## config.mk

```make
export PLATFORM = sky130hd
export DESIGN_NAME = bfa_controller
export DESIGN_NICKNAME = d
export VERILOG_FILES = /design/src/rtl/bfa_pkg.sv /design/src/rtl/bfa_controller.sv
export VERILOG_INCLUDE_DIRS = /design/src /design/src/rtl
export SDC_FILE = /design/constraint.sdc
export NUM_CORES = 1
export LEC_CHECK = 0
export BUFFER_PORTS_ARGS = -buffer_cell sky130_fd_sc_hd__buf_4
export CORE_AREA = 4 4 41 43
export DETAILED_ROUTE_END_ITERATION = 7
export DIE_AREA = 0 0 45 47
export PLACE_DENSITY = 0.67
export SETUP_SLACK_MARGIN = 0.15
export SLEW_MARGIN = 10
export SYNTH_ARGS = -nofsm -noshare
export SYNTH_HDL_FRONTEND = slang
export SYNTH_SLANG_ARGS = --single-unit
```

## constraint.sdc

```tcl
create_clock -name clk -period 2.24 [get_ports clk]
set_input_delay 0.336 -clock clk [delete_from_list [all_inputs] [get_ports clk]]
set_output_delay 0.336 -clock clk [all_outputs]
set_load 0.01 [all_outputs]
```

## src/rtl/bitmap_frame_allocator_defines.svh

```systemverilog
// Assertion macros used by the allocator controller.
`ifndef BITMAP_FRAME_ALLOCATOR_DEFINES_SVH
`define BITMAP_FRAME_ALLOCATOR_DEFINES_SVH

`ifndef NO_ASSERTIONS
`define BFA_ASSERT_IMP(label, clk, rst_n, ante, cons, msg) \
    label: assert property (@(posedge clk) disable iff (!rst_n) (ante) |-> (cons)) \
        else $error(msg);
`define BFA_ASSERT_NEXT(label, clk, rst_n, ante, cons, msg) \
    label: assert property (@(posedge clk) disable iff (!rst_n) (ante) |=> (cons)) \
        else $error(msg);
`else
`define BFA_ASSERT_IMP(label, clk, rst_n, ante, cons, msg)
`define BFA_ASSERT_NEXT(label, clk, rst_n, ante, cons, msg)
`endif

`endif

```

## src/rtl/bfa_pkg.sv

```systemverilog
package bfa_pkg;

    localparam int NUM_FRAMES_DEF  = 4096;
    localparam int FRAME_SHIFT_DEF = 12;

    localparam int ADDR_W  = 32;
    localparam int FADDR_W = 24;
    localparam int COUNT_W = 13;

    localparam logic [31:0]        FULL_WORD = 32'hFFFF_FFFF;
    localparam logic [COUNT_W-1:0] COUNT_MAX = {COUNT_W{1'b1}};

    typedef enum logic [1:0] {
        REQ_ALLOC     = 2'd0,
        REQ_FREE      = 2'd1,
        REQ_MARK_USED = 2'd2,
        REQ_MARK_FREE = 2'd3
    } req_type_t;

    typedef struct packed {
        logic clear_step;
        logic load_req;
        logic scan_start;
        logic scan_step;
        logic alloc_write;
        logic rmw_read;
        logic rmw_write;
        logic set_fail;
        logic load_out;
    } bfa_cmd_t;

    typedef struct packed {
        logic clear_last;
        logic is_alloc;
        logic in_range;
        logic found;
        logic exhausted;
    } bfa_sts_t;

    // Position of the lowest clear bit; only meaningful when one exists.
    function automatic logic [4:0] lowest_zero(input logic [31:0] word);
        logic [4:0] idx;
        idx = '0;
        for (int i = 31; i >= 0; i--)
        begin
            if (!word[i])
            begin
                idx = 5'(i);
            end
        end
        return idx;
    endfunction

endpackage

```

## src/rtl/bfa_controller.sv

```systemverilog
`include "bitmap_frame_allocator_defines.svh"

module bfa_controller
    import bfa_pkg::*;
(
    input  logic     clk,
    input  logic     rst_n,
    input  logic     in_valid,
    output logic     in_ready,
    output logic     out_valid,
    input  logic     out_ready,
    input  bfa_sts_t sts,
    output bfa_cmd_t cmd
);

    typedef enum logic [6:0] {
        ST_CLEAR    = 7'b0000001,
        ST_IDLE     = 7'b0000010,
        ST_DISPATCH = 7'b0000100,
        ST_SCAN     = 7'b0001000,
        ST_ALLOC    = 7'b0010000,
        ST_MODIFY   = 7'b0100000,
        ST_RESULT   = 7'b1000000
    } state_t;

    state_t state_reg;
    state_t state_next;
    logic   out_valid_reg;
    logic   out_valid_next;
    logic   out_free;

    assign in_ready  = (state_reg == ST_IDLE);
    assign out_valid = out_valid_reg;
    assign out_free  = !out_valid_reg || out_ready;

    always_comb
    begin
        state_next = state_reg;
        cmd        = '0;
        case (state_reg)
            ST_CLEAR:
            begin
                cmd.clear_step = 1'b1;
                if (sts.clear_last)
                begin
                    state_next = ST_IDLE;
                end
            end
            ST_IDLE:
            begin
                if (in_valid)
                begin
                    cmd.load_req = 1'b1;
                    state_next   = ST_DISPATCH;
                end
            end
            ST_DISPATCH:
            begin
                if (sts.is_alloc)
                begin
                    cmd.scan_start = 1'b1;
                    state_next     = ST_SCAN;
                end
                else if (sts.in_range)
                begin
                    cmd.rmw_read = 1'b1;
                    state_next   = ST_MODIFY;
                end
                else
                begin
                    cmd.set_fail = 1'b1;
                    state_next   = ST_RESULT;
                end
            end
            ST_SCAN:
            begin
                cmd.scan_step = 1'b1;
                if (sts.found)
                begin
                    state_next = ST_ALLOC;
                end
                else if (sts.exhausted)
                begin
                    cmd.set_fail = 1'b1;
                    state_next   = ST_RESULT;
                end
            end
            ST_ALLOC:
            begin
                cmd.alloc_write = 1'b1;
                state_next      = ST_RESULT;
            end
            ST_MODIFY:
            begin
                cmd.rmw_write = 1'b1;
                state_next    = ST_RESULT;
            end
            ST_RESULT:
            begin
                // Hold the result until the output register frees up.
                if (out_free)
                begin
                    cmd.load_out = 1'b1;
                    state_next   = ST_IDLE;
                end
            end
            default:
            begin
                state_next = ST_CLEAR;
            end
        endcase
    end

    always_comb
    begin
        out_valid_next = out_valid_reg;
        if (cmd.load_out)
        begin
            out_valid_next = 1'b1;
        end
        else if (out_ready)
        begin
            out_valid_next = 1'b0;
        end
    end

    always_ff @(posedge clk or negedge rst_n)
    begin
        if (!rst_n)
        begin
            state_reg     <= ST_CLEAR;
            out_valid_reg <= 1'b0;
        end
        else
        begin
            state_reg     <= state_next;
            out_valid_reg <= out_valid_next;
        end
    end

    `BFA_ASSERT_NEXT(a_accept_dispatch, clk, rst_n, in_valid && in_ready, state_reg == ST_DISPATCH, "accepted request did not move to dispatch")
    `BFA_ASSERT_NEXT(a_clear_once, clk, rst_n, state_reg != ST_CLEAR, state_reg != ST_CLEAR, "bitmap clearing pass restarted")
    `BFA_ASSERT_IMP(a_alloc_after_found, clk, rst_n, cmd.alloc_write, $past(sts.found), "alloc write without a found word")
    `BFA_ASSERT_IMP(a_load_out_free, clk, rst_n, cmd.load_out, !out_valid_reg || out_ready, "result overwrote an untaken transfer")

endmodule

```

==> impl_metrics.tcl <==
set metrics [dict create \
    status "finished, final reports clean" \
    drtIter0Drc 16 \
    multiInputGateArea_um2 308 \
    ir_worst_vdd_mv 0.435 \
    overflow 0 \
    grt_antenna_before_repair 0 \
    skew_ns 0.00698 \
    io_pins 20 \
    p_int_uw 394 \
    core_region_area_um2 1300 \
    htree_num_levels 1 \
    hold_class "in2reg" \
    synthToLayoutAreaGrowth_pct 43.2 \
    wl_per_cell_um 12.7 \
    drive_above_1_share 0.349 \
    fmax_ghz 0.489 \
    synth_top_family_by_area "simple AND/OR/NAND/NOR gates" \
    r2r_cells 4 \
    num_vias 528 \
    antenna_cells 0 \
    die_x_um 45 \
    design_area_um2 759 \
    synthSimpleGateAreaFrac 0.415 \
    totalWireLength_um 1280 \
    critical_path.endpoint_type "output port" \
    pwr-share-clk 0.196 \
    firstDrtPassIters 4 \
    pwr-share-seq 0.335 \
    finalHoldViolCount 0 \
    max_cap_viol_count 0 \
    final_cells 101 \
    die_height_um 47 \
    combPwrFrac 0.469 \
    rsz0062_at_grt "false" \
    largest_reg_flops 7 \
    dpl_cell_area_um2 684 \
    mostFrequentLayoutCell "buf_4" \
    route.detailed.drc 0 \
    yosys-top-cells-area "dfrtp_1 (33%), nor3b_1 (7.1%), nor2_1 (5.7%)" \
    ant_nets 0 \
    cts_sinks 8 \
    fin_hold_ws_ns 0.250 \
    grt_max_degree 9 \
    numPlacedInstances 93 \
    synth_largest_area_cell "dfrtp_1" \
    synth_fa_ha_area_frac 0 \
    p_sw_frac 0.374 \
    ys_ff_latch 8 \
    mostFrequentLayoutCells "buf_4 (21), nor2_1 (8), inv_1 (7), dfrtp_1 (7)" \
    min_path_cells 2 \
    cts_tree "built" \
    synth_top_area_share 0.330 \
    dpl.hpwl_um 981 \
    synth_area_um2 531 \
    fin_crit_ns 2.04 \
    final.setup.tns_ns 0 \
    synth-compound-area-share 0.108 \
    power_density_nw_per_um2 829 \
    arrival_ns 1.71 \
    nets 96 \
    avgViaCountPerCell 5.23 \
    crit_type "reg2out" \
    synth.net_count 69 \
    netlist_instances 60 \
    io_buffers 19 \
    initial_core_util 0.408 \
    crit_fanout 7 \
    grt_pass1_vias 494 \
    grt_pass1_wl_um 2090 \
    synthMuxAreaShare 0 \
    worstSetupStartpointType "register" \
    worst_pin_slew_ns 0.444 \
    rows 13 \
    final.period_utilization 0.912 \
    dieArea_um2 2120 \
    fillCellCount 130 \
    clock-root-buffer "clkbuf_4" \
    required_ns 1.90 \
    synth_cell_type_count 24 \
    p_leak_nw 0.387 \
    synth_warnings 0 \
    track_usage 0.136 \
    path_clk_slew_ns 0.06 \
    worst_skew_pair.late_latency_ns 0.26 \
    slew_viol_final 0 \
    setup_viol 0 \
    max-slew-margin-rel 0.703 \
    p_sw_uw 236 \
    gp_congestion 0.846 \
    cts_inserted_buffers 3 \
    cts.path.max_buffers 2 \
    avgSynthCellArea_um2 8.84 \
    seq_area_um2 201 \
    synthXorXnorAreaFrac 0.0330 \
    ys_seq_area_frac 0.380 \
]
power by group through the flow:
stage / logic (mW) / clock network [mW] / registers, mW
floorplan: 0.164 / 0 / 0.207
CTS: 0.271 / 0.124 / 0.210
detailed placement: 0.243 / 0 / 0.213
finish: 0.295 / 0.123 / 0.211
global placement: 0.239 / 0 / 0.212
global route: 0.332 / 0.130 / 0.215
metrics by stage:
step           setup slack (ns)  utilization  total power, mW
3_5_place_dp              0.340        0.526            0.456
2_1_floorplan             0.480            -            0.371
5_1_grt                  0.0748        0.584            0.678
3_3_place_gp              0.404        0.526            0.450
6_report                  0.196        0.584            0.629
4_1_cts                   0.183        0.565            0.606
synthesized netlist by cell type:
master,n
xor2_1,2
o21ai_0,2
nor4_4,1
nand3b_1,2
nand2b_1,1
dfrtp_1,7
o32ai_1,1
o2111ai_1,1
nor3b_1,5
inv_1,7
nand4_1,3
nand4bb_4,1
nor2_1,8
nand2_1,4
o21ai_1,1
nor2b_1,2
and3_1,1
buf_4,1
o22ai_1,1
o311a_1,1
nand3_1,5
nor3_1,1
dfstp_2,1
a2bb2oi_1,1
final timing paths:
check                                    startpoint                       end  slack [ns]
max in group asynchronous                     rst_n  state_reg[0]$_DFFE_PN1P_        1.60
setup / recovery           state_reg[1]$_DFFE_PN0P_                    cmd[3]        0.20
hold reg to reg               out_valid$_DFFE_PN0P_     out_valid$_DFFE_PN0P_        0.55
hold / removal                               sts[4]  state_reg[0]$_DFFE_PN1P_        0.25
setup reg to reg           state_reg[2]$_DFFE_PN0P_  state_reg[6]$_DFFE_PN0P_        0.70
min in group asynchronous                     rst_n  state_reg[3]$_DFFE_PN0P_        0.43
per-layer routing:
layer / up-vias / GRT usage / share of wire / routed length, um
met5: - / 0 / 0 / 0
met4: 0 / 0.0175 / 0 / 0
met3: 0 / 0.0460 / 0.074 / 95
met2: 20 / 0.198 / 0.49 / 631
met1: 243 / 0.200 / 0.43 / 553
li1: 265 / - / - / -
final cells by class:
class | instances | area share
multi-input cells | 44 | 0.405
flip-flops and latches | 8 | 0.265
repair buffers | 23 | 0.236
clock buffers | 4 | 0.0346
inverters | 7 | 0.0346
well taps | 15 | 0.0247
cell families after synthesis:
logic type             count (synthesis)
buffers and inverters                  8
AO/OA/AOI/OAI                          8
AND/OR/NAND/NOR                       34
flip-flops                             8
XOR/XNOR                               2
critical path, cell delays in order, from the launching register on:
cell       delay [ns]
dfrtp_1          0.42
nor4_4           0.27
buf_6            0.16
nand4bb_4        0.15
nor3b_1          0.28
buf_4            0.17
repair_timing:
item,4_1_cts,5_1_grt
endpoints found under the setup margin,2,7
hold buffers,1,0
pin swaps,1,0
buffers inserted,2,1
resized for setup,0,3
hold endpoints to repair,7,0
(Power assumes the default switching activity.)
